**src/rtl/eight_bit_cpu_subset_executor_macros.svh**
```systemverilog
// assertion macros for the executor rtl
// expects clk_i and rst_ni in the scope where a macro is used
`ifndef EIGHT_BIT_CPU_SUBSET_EXECUTOR_MACROS_SVH
`define EIGHT_BIT_CPU_SUBSET_EXECUTOR_MACROS_SVH

// same-cycle implication, checked out of reset
`define ECSE_ASSERT_NOW(lbl, ante, cons, msg) \
  lbl: assert property (@(posedge clk_i) disable iff (!rst_ni) (ante) |-> (cons)) \
    else $error(msg);

// next-cycle implication, checked out of reset
`define ECSE_ASSERT_NEXT(lbl, ante, cons, msg) \
  lbl: assert property (@(posedge clk_i) disable iff (!rst_ni) (ante) |=> (cons)) \
    else $error(msg);

`endif

```
**src/rtl/ecse_pkg.sv**
```systemverilog
// package for the 8-bit cpu subset executor: opcodes, flag positions, beat structs
// no dependencies
`default_nettype none

package ecse_pkg;

  // opcodes without prefix
  localparam logic [7:0] OP_NOP      = 8'h00;
  localparam logic [7:0] OP_LD_B_N   = 8'h06;
  localparam logic [7:0] OP_INC_C    = 8'h0C;
  localparam logic [7:0] OP_LD_C_N   = 8'h0E;
  localparam logic [7:0] OP_LD_DE_NN = 8'h11;
  localparam logic [7:0] OP_LD_A_DE  = 8'h1A;
  localparam logic [7:0] OP_JR_NZ    = 8'h20;
  localparam logic [7:0] OP_LD_HL_NN = 8'h21;
  localparam logic [7:0] OP_LD_SP_NN = 8'h31;
  localparam logic [7:0] OP_LDD_HL_A = 8'h32;
  localparam logic [7:0] OP_LD_A_N   = 8'h3E;
  localparam logic [7:0] OP_LD_C_A   = 8'h4F;
  localparam logic [7:0] OP_LD_HL_A  = 8'h77;
  localparam logic [7:0] OP_XOR_A    = 8'hAF;
  localparam logic [7:0] OP_CALL     = 8'hCD;
  localparam logic [7:0] OP_LDH_N_A  = 8'hE0;
  localparam logic [7:0] OP_LDH_C_A  = 8'hE2;

  // opcode after the prefix byte
  localparam logic [7:0] OP_CB_BIT7H = 8'h7C;

  // high-page base for ldh
  localparam logic [7:0] HIGH_PAGE = 8'hFF;

  // flag bit positions
  localparam int unsigned FLAG_Z = 3;
  localparam int unsigned FLAG_N = 2;
  localparam int unsigned FLAG_H = 1;
  localparam int unsigned FLAG_C = 0;

  typedef struct packed {
    logic [7:0] opcode;
    logic       cb_prefixed;
    logic [7:0] imm_low;
    logic [7:0] imm_high;
    logic [7:0] pointer_data;
    logic       write_ok;
  } in_beat_t;

  typedef struct packed {
    logic        write_valid;
    logic [15:0] write_address;
    logic [7:0]  write_data;
    logic [15:0] next_pc;
    logic [15:0] pointer_address;
    logic [4:0]  elapsed_cycles;
    logic [3:0]  flags;
    logic        halted;
    logic        last;
  } out_beat_t;

endpackage

`default_nettype wire

```
**src/rtl/ecse_in_if.sv**
```systemverilog
// instruction channel: valid/ready handshake and instruction payload
// no dependencies
`default_nettype none

interface ecse_in_if;
  logic       valid;
  logic       ready;
  logic [7:0] opcode;
  logic       cb_prefixed;
  logic [7:0] imm_low;
  logic [7:0] imm_high;
  logic [7:0] pointer_data;
  logic       write_ok;

  modport source (
    output valid, opcode, cb_prefixed, imm_low, imm_high, pointer_data, write_ok,
    input  ready
  );
  modport sink (
    input  valid, opcode, cb_prefixed, imm_low, imm_high, pointer_data, write_ok,
    output ready
  );
endinterface

`default_nettype wire

```
**src/rtl/ecse_out_if.sv**
```systemverilog
// result channel: valid/ready handshake and result payload
// no dependencies
`default_nettype none

interface ecse_out_if;
  logic        valid;
  logic        ready;
  logic        write_valid;
  logic [15:0] write_address;
  logic [7:0]  write_data;
  logic [15:0] next_pc;
  logic [15:0] pointer_address;
  logic [4:0]  elapsed_cycles;
  logic [3:0]  flags;
  logic        halted;
  logic        last;

  modport source (
    output valid, write_valid, write_address, write_data, next_pc, pointer_address,
           elapsed_cycles, flags, halted, last,
    input  ready
  );
  modport sink (
    input  valid, write_valid, write_address, write_data, next_pc, pointer_address,
           elapsed_cycles, flags, halted, last,
    output ready
  );
endinterface

`default_nettype wire

```
**src/rtl/eight_bit_cpu_subset_executor.sv**
```systemverilog
// top level of the 8-bit cpu subset executor
// depends on ecse_pkg, ecse_in_if, ecse_out_if, ecse_core, ecse_out_stage
`default_nettype none

// Executes one instruction per beat on in_i and returns its result beats on out_o.
// An instruction beat is held in an input register, decoded and executed
// combinationally against the architectural registers, and the result is held in
// an output register, so a result reaches out_o through the input register and
// then the output register. Every instruction gives one result beat, except CALL,
// which gives two beats (high then low byte of the return address); the execute
// stage is the only limit, so with out_o always ready the block takes a new
// instruction as soon as the previous one finishes. The block is not reset-swept:
// it accepts instructions from the first cycle after reset.
module eight_bit_cpu_subset_executor (
  input  wire logic clk_i,
  input  wire logic rst_ni,
  ecse_in_if.sink   in_i,
  ecse_out_if.source out_o
);
  import ecse_pkg::*;

  logic      in_valid_q;
  in_beat_t  in_q;
  logic      item_done;
  logic      res_valid;
  logic      res_ready;
  out_beat_t res_beat;
  out_beat_t out_beat;

  // input register frees up when its instruction finishes
  assign in_i.ready = !in_valid_q || item_done;

  always_ff @(posedge clk_i or negedge rst_ni) begin
    if (!rst_ni) begin
      in_valid_q <= 1'b0;
    end else if (in_i.ready) begin
      in_valid_q <= in_i.valid;
    end
  end

  always_ff @(posedge clk_i) begin
    if (in_i.ready && in_i.valid) begin
      in_q.opcode       <= in_i.opcode;
      in_q.cb_prefixed  <= in_i.cb_prefixed;
      in_q.imm_low      <= in_i.imm_low;
      in_q.imm_high     <= in_i.imm_high;
      in_q.pointer_data <= in_i.pointer_data;
      in_q.write_ok     <= in_i.write_ok;
    end
  end

  ecse_core u_core (
    .clk_i        (clk_i),
    .rst_ni       (rst_ni),
    .item_valid_i (in_valid_q),
    .item_i       (in_q),
    .res_ready_i  (res_ready),
    .res_valid_o  (res_valid),
    .res_o        (res_beat),
    .item_done_o  (item_done)
  );

  ecse_out_stage u_out_stage (
    .clk_i       (clk_i),
    .rst_ni      (rst_ni),
    .res_valid_i (res_valid),
    .res_i       (res_beat),
    .res_ready_o (res_ready),
    .out_valid_o (out_o.valid),
    .out_beat_o  (out_beat),
    .out_ready_i (out_o.ready)
  );

  // unpack the result beat onto the channel
  assign out_o.write_valid     = out_beat.write_valid;
  assign out_o.write_address   = out_beat.write_address;
  assign out_o.write_data      = out_beat.write_data;
  assign out_o.next_pc         = out_beat.next_pc;
  assign out_o.pointer_address = out_beat.pointer_address;
  assign out_o.elapsed_cycles  = out_beat.elapsed_cycles;
  assign out_o.flags           = out_beat.flags;
  assign out_o.halted          = out_beat.halted;
  assign out_o.last            = out_beat.last;

endmodule

`default_nettype wire

```
**src/rtl/ecse_core.sv**
```systemverilog
// execute stage: architectural registers and single-pass instruction decode
// depends on ecse_pkg and eight_bit_cpu_subset_executor_macros.svh
`default_nettype none

`include "eight_bit_cpu_subset_executor_macros.svh"

module ecse_core (
  input  wire logic               clk_i,
  input  wire logic               rst_ni,
  input  wire logic               item_valid_i,
  input  wire ecse_pkg::in_beat_t item_i,
  input  wire logic               res_ready_i,
  output logic                    res_valid_o,
  output ecse_pkg::out_beat_t     res_o,
  output logic                    item_done_o
);
  import ecse_pkg::*;

  logic [7:0]  acc_q, acc_d;
  logic [3:0]  flags_q, flags_d;
  logic [15:0] bc_q, bc_d;
  logic [15:0] de_q, de_d;
  logic [15:0] hl_q, hl_d;
  logic [15:0] sp_q, sp_d;
  logic [15:0] pc_q, pc_d;
  logic        halt_q, halt_d;
  logic        push_lo_q;

  logic        fire;
  logic [15:0] nn;
  logic [15:0] ret_addr;
  logic [15:0] jr_offset;
  logic [7:0]  c_inc;
  logic        wv;
  logic [15:0] wa;
  logic [7:0]  wd;
  logic [4:0]  cyc;
  logic        last;

  assign nn        = {item_i.imm_high, item_i.imm_low};
  assign ret_addr  = pc_q + 16'd3;
  assign jr_offset = {{8{item_i.imm_low[7]}}, item_i.imm_low};
  assign c_inc     = bc_q[7:0] + 8'd1;

  // decode and execute one instruction
  always_comb begin
    acc_d   = acc_q;
    flags_d = flags_q;
    bc_d    = bc_q;
    de_d    = de_q;
    hl_d    = hl_q;
    sp_d    = sp_q;
    pc_d    = pc_q;
    halt_d  = halt_q;
    wv      = 1'b0;
    wa      = '0;
    wd      = '0;
    cyc     = '0;
    last    = 1'b1;
    if (halt_q) begin
      pc_d = pc_q + 16'd1;
      cyc  = 5'd4;
    end else if (item_i.cb_prefixed) begin
      if (item_i.opcode == OP_CB_BIT7H) begin
        pc_d    = pc_q + 16'd2;
        flags_d = '0;
        flags_d[FLAG_Z] = ~hl_q[15];
        flags_d[FLAG_H] = 1'b1;
        flags_d[FLAG_C] = flags_q[FLAG_C];
        cyc     = 5'd8;
      end else begin
        pc_d   = pc_q + 16'd1;
        halt_d = 1'b1;
      end
    end else begin
      case (item_i.opcode)
        OP_NOP: begin
          pc_d = pc_q + 16'd1;
          cyc  = 5'd4;
        end
        OP_LD_B_N: begin
          bc_d = {item_i.imm_low, bc_q[7:0]};
          pc_d = pc_q + 16'd2;
          cyc  = 5'd8;
        end
        OP_INC_C: begin
          flags_d = '0;
          flags_d[FLAG_Z] = (c_inc == 8'd0);
          flags_d[FLAG_H] = (bc_q[3:0] == 4'hF);
          flags_d[FLAG_C] = flags_q[FLAG_C];
          bc_d = {bc_q[15:8], c_inc};
          pc_d = pc_q + 16'd1;
          cyc  = 5'd4;
        end
        OP_LD_C_N: begin
          bc_d = {bc_q[15:8], item_i.imm_low};
          pc_d = pc_q + 16'd2;
          cyc  = 5'd8;
        end
        OP_LD_DE_NN: begin
          de_d = nn;
          pc_d = pc_q + 16'd3;
          cyc  = 5'd12;
        end
        OP_LD_A_DE: begin
          acc_d = item_i.pointer_data;
          pc_d  = pc_q + 16'd1;
          cyc   = 5'd8;
        end
        OP_JR_NZ: begin
          if (flags_q[FLAG_Z]) begin
            pc_d = pc_q + 16'd2;
            cyc  = 5'd8;
          end else begin
            pc_d = pc_q + 16'd2 + jr_offset;
            cyc  = 5'd12;
          end
        end
        OP_LD_HL_NN: begin
          hl_d = nn;
          pc_d = pc_q + 16'd3;
          cyc  = 5'd12;
        end
        OP_LD_SP_NN: begin
          sp_d = nn;
          pc_d = pc_q + 16'd3;
          cyc  = 5'd12;
        end
        OP_LDD_HL_A: begin
          wv   = 1'b1;
          wa   = hl_q;
          wd   = acc_q;
          pc_d = pc_q + 16'd1;
          if (item_i.write_ok) begin
            hl_d = hl_q - 16'd1;
            cyc  = 5'd8;
          end else begin
            halt_d = 1'b1;
          end
        end
        OP_LD_A_N: begin
          acc_d = item_i.imm_low;
          pc_d  = pc_q + 16'd2;
          cyc   = 5'd8;
        end
        OP_LD_C_A: begin
          bc_d = {bc_q[15:8], acc_q};
          pc_d = pc_q + 16'd1;
          cyc  = 5'd4;
        end
        OP_LD_HL_A: begin
          wv     = 1'b1;
          wa     = hl_q;
          wd     = acc_q;
          pc_d   = pc_q + 16'd1;
          cyc    = 5'd8;
          halt_d = ~item_i.write_ok;
        end
        OP_XOR_A: begin
          acc_d   = '0;
          flags_d = '0;
          flags_d[FLAG_Z] = 1'b1;
          pc_d    = pc_q + 16'd1;
          cyc     = 5'd4;
        end
        OP_LDH_N_A: begin
          wv     = 1'b1;
          wa     = {HIGH_PAGE, item_i.imm_low};
          wd     = acc_q;
          pc_d   = pc_q + 16'd2;
          cyc    = 5'd12;
          halt_d = ~item_i.write_ok;
        end
        OP_LDH_C_A: begin
          wv     = 1'b1;
          wa     = {HIGH_PAGE, bc_q[7:0]};
          wd     = acc_q;
          pc_d   = pc_q + 16'd1;
          cyc    = 5'd8;
          halt_d = ~item_i.write_ok;
        end
        OP_CALL: begin
          // high byte of the return address first, then the low byte
          pc_d = nn;
          sp_d = sp_q - 16'd2;
          wv   = 1'b1;
          if (push_lo_q) begin
            wa  = sp_q - 16'd2;
            wd  = ret_addr[7:0];
            cyc = 5'd24;
          end else begin
            wa   = sp_q - 16'd1;
            wd   = ret_addr[15:8];
            last = 1'b0;
          end
        end
        default: begin
          halt_d = 1'b1;
        end
      endcase
    end
  end

  // result beat reflects the state after the instruction
  always_comb begin
    res_o.write_valid     = wv;
    res_o.write_address   = wa;
    res_o.write_data      = wd;
    res_o.next_pc         = pc_d;
    res_o.pointer_address = de_d;
    res_o.elapsed_cycles  = cyc;
    res_o.flags           = flags_d;
    res_o.halted          = halt_d;
    res_o.last            = last;
  end

  assign fire        = item_valid_i && res_ready_i;
  assign res_valid_o = item_valid_i;
  assign item_done_o = fire && last;

  // architectural state commits on the final beat of an instruction
  always_ff @(posedge clk_i or negedge rst_ni) begin
    if (!rst_ni) begin
      acc_q     <= '0;
      flags_q   <= '0;
      bc_q      <= '0;
      de_q      <= '0;
      hl_q      <= '0;
      sp_q      <= '0;
      pc_q      <= '0;
      halt_q    <= 1'b0;
      push_lo_q <= 1'b0;
    end else if (fire) begin
      push_lo_q <= ~last;
      if (last) begin
        acc_q   <= acc_d;
        flags_q <= flags_d;
        bc_q    <= bc_d;
        de_q    <= de_d;
        hl_q    <= hl_d;
        sp_q    <= sp_d;
        pc_q    <= pc_d;
        halt_q  <= halt_d;
      end
    end
  end

  `ECSE_ASSERT_NEXT(a_halt_sticky, halt_q, halt_q, "halted core left the halted state")
  `ECSE_ASSERT_NOW(a_halted_beat, item_valid_i && halt_q,
                   !wv && cyc == 5'd4 && last, "halted core produced a non-idle beat")
  `ECSE_ASSERT_NEXT(a_push_follows, fire && !last, push_lo_q && !halt_q,
                    "first push beat not followed by the second push")
  `ECSE_ASSERT_NOW(a_no_write_zero, item_valid_i && !wv, wa == 16'd0 && wd == 8'd0,
                   "write fields not cleared on a beat without a write")

endmodule

`default_nettype wire

```
**src/rtl/ecse_out_stage.sv**
```systemverilog
// result register between the execute stage and the result channel
// depends on ecse_pkg
`default_nettype none

module ecse_out_stage (
  input  wire logic                clk_i,
  input  wire logic                rst_ni,
  input  wire logic                res_valid_i,
  input  wire ecse_pkg::out_beat_t res_i,
  output logic                     res_ready_o,
  output logic                     out_valid_o,
  output ecse_pkg::out_beat_t      out_beat_o,
  input  wire logic                out_ready_i
);
  import ecse_pkg::*;

  logic      valid_q;
  out_beat_t beat_q;

  // take a new beat when empty or when the held one leaves
  assign res_ready_o = !valid_q || out_ready_i;

  always_ff @(posedge clk_i or negedge rst_ni) begin
    if (!rst_ni) begin
      valid_q <= 1'b0;
    end else if (res_ready_o) begin
      valid_q <= res_valid_i;
    end
  end

  always_ff @(posedge clk_i) begin
    if (res_ready_o && res_valid_i) begin
      beat_q <= res_i;
    end
  end

  assign out_valid_o = valid_q;
  assign out_beat_o  = beat_q;

endmodule

`default_nettype wire

```
**src/flat_wrapper.sv**
```systemverilog
// flat-port wrapper written by rule: the top's interface ports become plain ports
module eight_bit_cpu_subset_executor_flat import ecse_pkg::*;
  (clk_i, rst_ni, in_i_valid, in_i_opcode, in_i_cb_prefixed, in_i_imm_low, in_i_imm_high, in_i_pointer_data, in_i_write_ok, in_i_ready, out_o_valid, out_o_write_valid, out_o_write_address, out_o_write_data, out_o_next_pc, out_o_pointer_address, out_o_elapsed_cycles, out_o_flags, out_o_halted, out_o_last, out_o_ready);
  ecse_in_if in_i_i ();
  ecse_out_if out_o_i ();
  input  wire logic clk_i;
  input  wire logic rst_ni;
  input wire logic [$bits(in_i_i.valid)-1:0] in_i_valid;
  input wire logic [$bits(in_i_i.opcode)-1:0] in_i_opcode;
  input wire logic [$bits(in_i_i.cb_prefixed)-1:0] in_i_cb_prefixed;
  input wire logic [$bits(in_i_i.imm_low)-1:0] in_i_imm_low;
  input wire logic [$bits(in_i_i.imm_high)-1:0] in_i_imm_high;
  input wire logic [$bits(in_i_i.pointer_data)-1:0] in_i_pointer_data;
  input wire logic [$bits(in_i_i.write_ok)-1:0] in_i_write_ok;
  output wire logic [$bits(in_i_i.ready)-1:0] in_i_ready;
  output wire logic [$bits(out_o_i.valid)-1:0] out_o_valid;
  output wire logic [$bits(out_o_i.write_valid)-1:0] out_o_write_valid;
  output wire logic [$bits(out_o_i.write_address)-1:0] out_o_write_address;
  output wire logic [$bits(out_o_i.write_data)-1:0] out_o_write_data;
  output wire logic [$bits(out_o_i.next_pc)-1:0] out_o_next_pc;
  output wire logic [$bits(out_o_i.pointer_address)-1:0] out_o_pointer_address;
  output wire logic [$bits(out_o_i.elapsed_cycles)-1:0] out_o_elapsed_cycles;
  output wire logic [$bits(out_o_i.flags)-1:0] out_o_flags;
  output wire logic [$bits(out_o_i.halted)-1:0] out_o_halted;
  output wire logic [$bits(out_o_i.last)-1:0] out_o_last;
  input wire logic [$bits(out_o_i.ready)-1:0] out_o_ready;
  assign in_i_i.valid = in_i_valid;
  assign in_i_i.opcode = in_i_opcode;
  assign in_i_i.cb_prefixed = in_i_cb_prefixed;
  assign in_i_i.imm_low = in_i_imm_low;
  assign in_i_i.imm_high = in_i_imm_high;
  assign in_i_i.pointer_data = in_i_pointer_data;
  assign in_i_i.write_ok = in_i_write_ok;
  assign in_i_ready = in_i_i.ready;
  assign out_o_valid = out_o_i.valid;
  assign out_o_write_valid = out_o_i.write_valid;
  assign out_o_write_address = out_o_i.write_address;
  assign out_o_write_data = out_o_i.write_data;
  assign out_o_next_pc = out_o_i.next_pc;
  assign out_o_pointer_address = out_o_i.pointer_address;
  assign out_o_elapsed_cycles = out_o_i.elapsed_cycles;
  assign out_o_flags = out_o_i.flags;
  assign out_o_halted = out_o_i.halted;
  assign out_o_last = out_o_i.last;
  assign out_o_i.ready = out_o_ready;
  eight_bit_cpu_subset_executor u_core (.clk_i(clk_i), .rst_ni(rst_ni), .in_i(in_i_i), .out_o(out_o_i));
endmodule
```
**config.mk**
```make
export PLATFORM = sky130hd
export DESIGN_NAME = eight_bit_cpu_subset_executor_flat
export DESIGN_NICKNAME = d
export VERILOG_FILES = /design/src/rtl/ecse_pkg.sv /design/src/rtl/ecse_in_if.sv /design/src/rtl/ecse_out_if.sv /design/src/rtl/eight_bit_cpu_subset_executor.sv /design/src/rtl/ecse_core.sv /design/src/rtl/ecse_out_stage.sv /design/src/flat_wrapper.sv
export VERILOG_INCLUDE_DIRS = /design/src /design/src/rtl
export SDC_FILE = /design/constraint.sdc
export NUM_CORES = 1
export LEC_CHECK = 0
export BUFFER_PORTS_ARGS = -buffer_cell sky130_fd_sc_hd__buf_2
export CAP_MARGIN = 20
export CORE_MARGIN = 2
export CORE_UTILIZATION = 42
export CTS_CLUSTER_SIZE = 14
export DETAILED_ROUTE_END_ITERATION = 6
export GPL_ROUTABILITY_DRIVEN = 0
export SYNTH_ARGS = -nofsm -noshare
export SYNTH_HDL_FRONTEND = slang
export SYNTH_HIERARCHICAL = 1
export SYNTH_SLANG_ARGS = --single-unit
```
**constraint.sdc**
```tcl
create_clock -name clk_i -period 7.7 [get_ports clk_i]
set_input_delay 1.54 -clock clk_i [delete_from_list [all_inputs] [get_ports clk_i]]
set_output_delay 1.54 -clock clk_i [all_outputs]
set_load 0.1 [all_outputs]
```
==> flow_summary_export.csv <==
group,metric,value,unit
cells_and_area,area_growth,11.8,%
drt,route.detailed.wl_per_inst,22.8,um
synth,yosys.cell_types.count,94,
cells_and_area,post-route-util,48.0,%
drt,drt-pass1-iter-count,6,
sta,timing.fmax,0.198,GHz
drt,drt_first_iter_violations,1323,
synth,synthesis.instances,1300,
synth,async_flop_share,46.3,%
floorplanning,die_width,173,um
sta,maxSlewViolCount,0,
synth,synth_ff_type,"sky130_fd_sc_hd__edfxtp_1",
placed_design,portBuffers,107,
sta,timing_hold_violations_final,0,
placed_design,place.detailed.instances,1719,
cts,cts-htree-levels,4,
sta,finalHoldWorstSlack,475,ps
grt,grt.overflow.total,0,
cts,cts_tree,"yes",
drt,vias,10900,
sta,tightest_slew,1080,ps
cts,post-cts-setup-buffer-count,0,
sta,finalSetupViolations,0,
pwr,power.ir.vdd_worst,0.195,mV
cells_and_area,antenna_cells_inserted,0,
cts,clkSinkCount,190,
min_path,min-delay-start,"u_core/u_core/de_q[14]",
cts,clock_transition_at_path_regs,80,ps
critical_path,setup.worst_path.class,"reg2out",
grt,globalRouteTotalUtil,26.5,%
placed_design,place.detailed.hpwl,28.1,mm
floorplanning,fp.coreArea,0.0279,mm2
sta,timing.clock.skew,20.7,ps
sta,rsz_0062_raised_after_global_routing,"false",
cts,tritoncts_buffer_count,17,
critical_path,endpoint_kind,"output pin",
run_status,outcome,"finished clean",
drt,totalWireLength,40.1,mm
grt,global_route_wire_length_before_repair,61.0,mm
critical_path,reg2reg_from,"u_core/u_core/pc_q[3]",
pwr,totalPowerFinal,3.12,mW
grt,grt_pass1_vias,9967,
min_path,timing.hold.worst_path_depth,2,
cells_and_area,layoutNonFillerInstCount,1756,
pwr,power.density,233,mW/mm2
synth,synthesis.area,0.0120,mm2
cts,cts_hold_repair.buffers,0,
synth,yosys_warnings,6,
synth,synth-seq-cells,190,
floorplanning,floorplan.die.height,173,um
cells_and_area,n_fill_cell,2722,
cts,ctsResizeCount,0,
synth,ys_seq_area_share,43.9,%
drt,dr_drc_count,0,
pwr,leakagePower,5.37,nW
floorplanning,num_rows,61,
cts,clock_tree.root_cell,"sky130_fd_sc_hd__clkbuf_16",
cells_and_area,seq_area,0.00527,mm2
drt,vias_per_cell,6.18,
cts,cts_buffer_depth,2,
floorplanning,fp.dieArea,0.0299,mm2
floorplanning,boundaryPins,108,
cells_and_area,layout_cell_share_with_drive_strength_beyond_1,16.9,%
sta,totalNegativeSetupSlack,0,ps
cts,clk_latency,450,ps
grt,grt_start_max_net_pins,71,
min_path,min_to,"u_core/u_core/de_q[14]",
critical_path,timing.reg2reg.setup_slack,3490,ps
sta,period_minus_slack,5050,ps
critical_path,cp_data_required_time,6160,ps
cells_and_area,design.final.nets,1432,
synth,number_of_synthesized_flops_with_an_enable_pin,102,
floorplanning,initial_core_util,42.9,%
flow_run,drv_cap,0,
sta,post-route-period-util,65.6,%
synth,avgSynthCellArea,9.22,um2
drt,detail-route-antenna-nets,0,
critical_path,crit-reg2reg-capture,"u_core/u_out_stage/out_beat_o[42]",
sta,worst_slew_margin_rel,28.0,%
grt,antenna_violations_before_repair,0,
critical_path,worst-endpoint-arrival,3510,ps
critical_path,timing.critical_path.fanout_max,27,
cells_and_area,multi_input_area,0.00623,mm2
critical_path,setup.worst_path.start_class,"register",
min_path,min-delay-path-class,"reg2reg",
critical_path,reg2regPathDepth,13,
## flip-flops by register name, summed over array words and instances (netlist names)
name                            flops
u_core/u_core/bc_q                  8
u_core/u_out_stage/out_valid_o      1
u_core/u_core/pc_q                 16
u_core/in_valid_q                   1
u_core/u_core/de_q                 16
u_core/u_core/acc_q                 8
u_core/u_core/flags_q               4
u_core/u_out_stage/out_beat_o      68
u_core/in_q                        34
u_core/u_core/hl_q                 16
u_core/u_core/push_lo_q             1
u_core/u_core/halt_q                1
u_core/u_core/sp_q                 16
## area by class of cell
| class | count | area share, % |
|---|---|---|
| repair buffers | 132 | 5.44 |
| multi-input cells | 991 | 46.5 |
| flip-flops and latches | 190 | 39.3 |
| clock buffers | 17 | 3.17 |
| well taps | 378 | 3.53 |
| inverters | 33 | 0.924 |
| clock inverters | 15 | 1.18 |
## synthesized netlist by cell type, types with 12 or more instances
master / n / area, um2
sky130_fd_sc_hd__a21oi_1: 96 / 480
sky130_fd_sc_hd__a221oi_1: 22 / 193
sky130_fd_sc_hd__a22oi_1: 23 / 173
sky130_fd_sc_hd__buf_2: 19 / 95.1
sky130_fd_sc_hd__clkbuf_1: 54 / 203
sky130_fd_sc_hd__dfrtp_1: 88 / 2200
sky130_fd_sc_hd__edfxtp_1: 102 / 3060
sky130_fd_sc_hd__ha_1: 28 / 350
sky130_fd_sc_hd__inv_1: 32 / 120
sky130_fd_sc_hd__mux2_2: 26 / 293
sky130_fd_sc_hd__nand2_1: 169 / 634
sky130_fd_sc_hd__nand2b_1: 16 / 100
sky130_fd_sc_hd__nand3_1: 29 / 145
sky130_fd_sc_hd__nor2_1: 121 / 454
sky130_fd_sc_hd__nor3_1: 36 / 180
sky130_fd_sc_hd__nor4_1: 18 / 113
sky130_fd_sc_hd__o211ai_1: 12 / 90.1
sky130_fd_sc_hd__o21ai_0: 85 / 425
sky130_fd_sc_hd__o22ai_1: 17 / 106
sky130_fd_sc_hd__or2_2: 12 / 75.1
sky130_fd_sc_hd__xnor2_1: 46 / 403
sky130_fd_sc_hd__xor2_1: 19 / 166
## logic make-up (layout without fill, tap and decap cells)
logic type / Yosys count / after routing / share of synthesized area [%]
buffers and inverters: 120 / 197 / 4.22
AO/OA/AOI/OAI: 371 / 371 / 20.7
other: 1 / 2 / 0.0313
flip-flops: 190 / 190 / 43.9
multiplexers: 36 / 36 / 3.28
AND/OR/NAND/NOR: 488 / 488 / 20.0
XOR/XNOR: 65 / 65 / 4.75
adder cells (fa/ha/maj): 29 / 29 / 3.09
## layer usage
metal	vias to the layer above	wire length, um	track usage (%)
li1	4948	-	-
met1	5135	17800	38.8
met2	668	16900	38.3
met3	99	4130	6.05
met4	0	1240	9.43
met5	-	0	0
## metrics by stage
stage	instance area (um2)	worst slack, ps
5_1_grt	13400	2490
6_report	13400	2650
2_1_floorplan	12000	3270
3_3_place_gp	12800	3270
3_5_place_dp	12800	3170
4_1_cts	13400	2700
## critical path: stages (launching register included)
cell	delay [ps]
sky130_fd_sc_hd__edfxtp_1	690
sky130_fd_sc_hd__nand4b_1	310
sky130_fd_sc_hd__or4_1	860
sky130_fd_sc_hd__o311ai_4	320
sky130_fd_sc_hd__buf_4	360
sky130_fd_sc_hd__inv_2	70
sky130_fd_sc_hd__nand2b_4	150
sky130_fd_sc_hd__buf_2	300
## worst max path at each step
stage                                from         end  slack, ps  depth (start not counted)
final                     u_core/in_q[26]  in_i_ready       2650                          7
after global routing      u_core/in_q[26]  in_i_ready       2490                          7
after CTS                 u_core/in_q[26]  in_i_ready       2700                          7
after detailed placement  u_core/in_q[26]  in_i_ready       3170                          7
after global placement    u_core/in_q[26]  in_i_ready       3270                          7
after floorplan               out_o_ready  in_i_ready       3270                          6
## placed cells by master, fill, tap and decap left out, types with 11 or more instances in the layout
cell type                     n
sky130_fd_sc_hd__nand2_1    169
sky130_fd_sc_hd__nor2_1     121
sky130_fd_sc_hd__buf_2      106
sky130_fd_sc_hd__edfxtp_1   102
sky130_fd_sc_hd__a21oi_1     96
sky130_fd_sc_hd__dfrtp_1     88
sky130_fd_sc_hd__o21ai_0     85
sky130_fd_sc_hd__xnor2_1     46
sky130_fd_sc_hd__nor3_1      36
sky130_fd_sc_hd__inv_1       32
sky130_fd_sc_hd__nand3_1     29
sky130_fd_sc_hd__ha_1        28
sky130_fd_sc_hd__mux2_2      26
sky130_fd_sc_hd__buf_4       23
sky130_fd_sc_hd__a22oi_1     23
sky130_fd_sc_hd__a221oi_1    22
sky130_fd_sc_hd__xor2_1      19
sky130_fd_sc_hd__nor4_1      18
sky130_fd_sc_hd__clkbuf_16   17
sky130_fd_sc_hd__o22ai_1     17
sky130_fd_sc_hd__nand2b_1    16
sky130_fd_sc_hd__or2_2       12
sky130_fd_sc_hd__o211ai_1    12
sky130_fd_sc_hd__nand4_1     11
sky130_fd_sc_hd__and3_1      11
sky130_fd_sc_hd__a21o_1      11
## report_power, final
| group | internal (mW) | switching [mW] | leakage, nW |
|---|---|---|---|
| Sequential | 1.17 | 0.129 | 2.15 |
| Combinational | 0.266 | 0.679 | 2.94 |
| Clock | 0.458 | 0.424 | 0.284 |
Note: power is estimated with default switching activity, not from simulation.
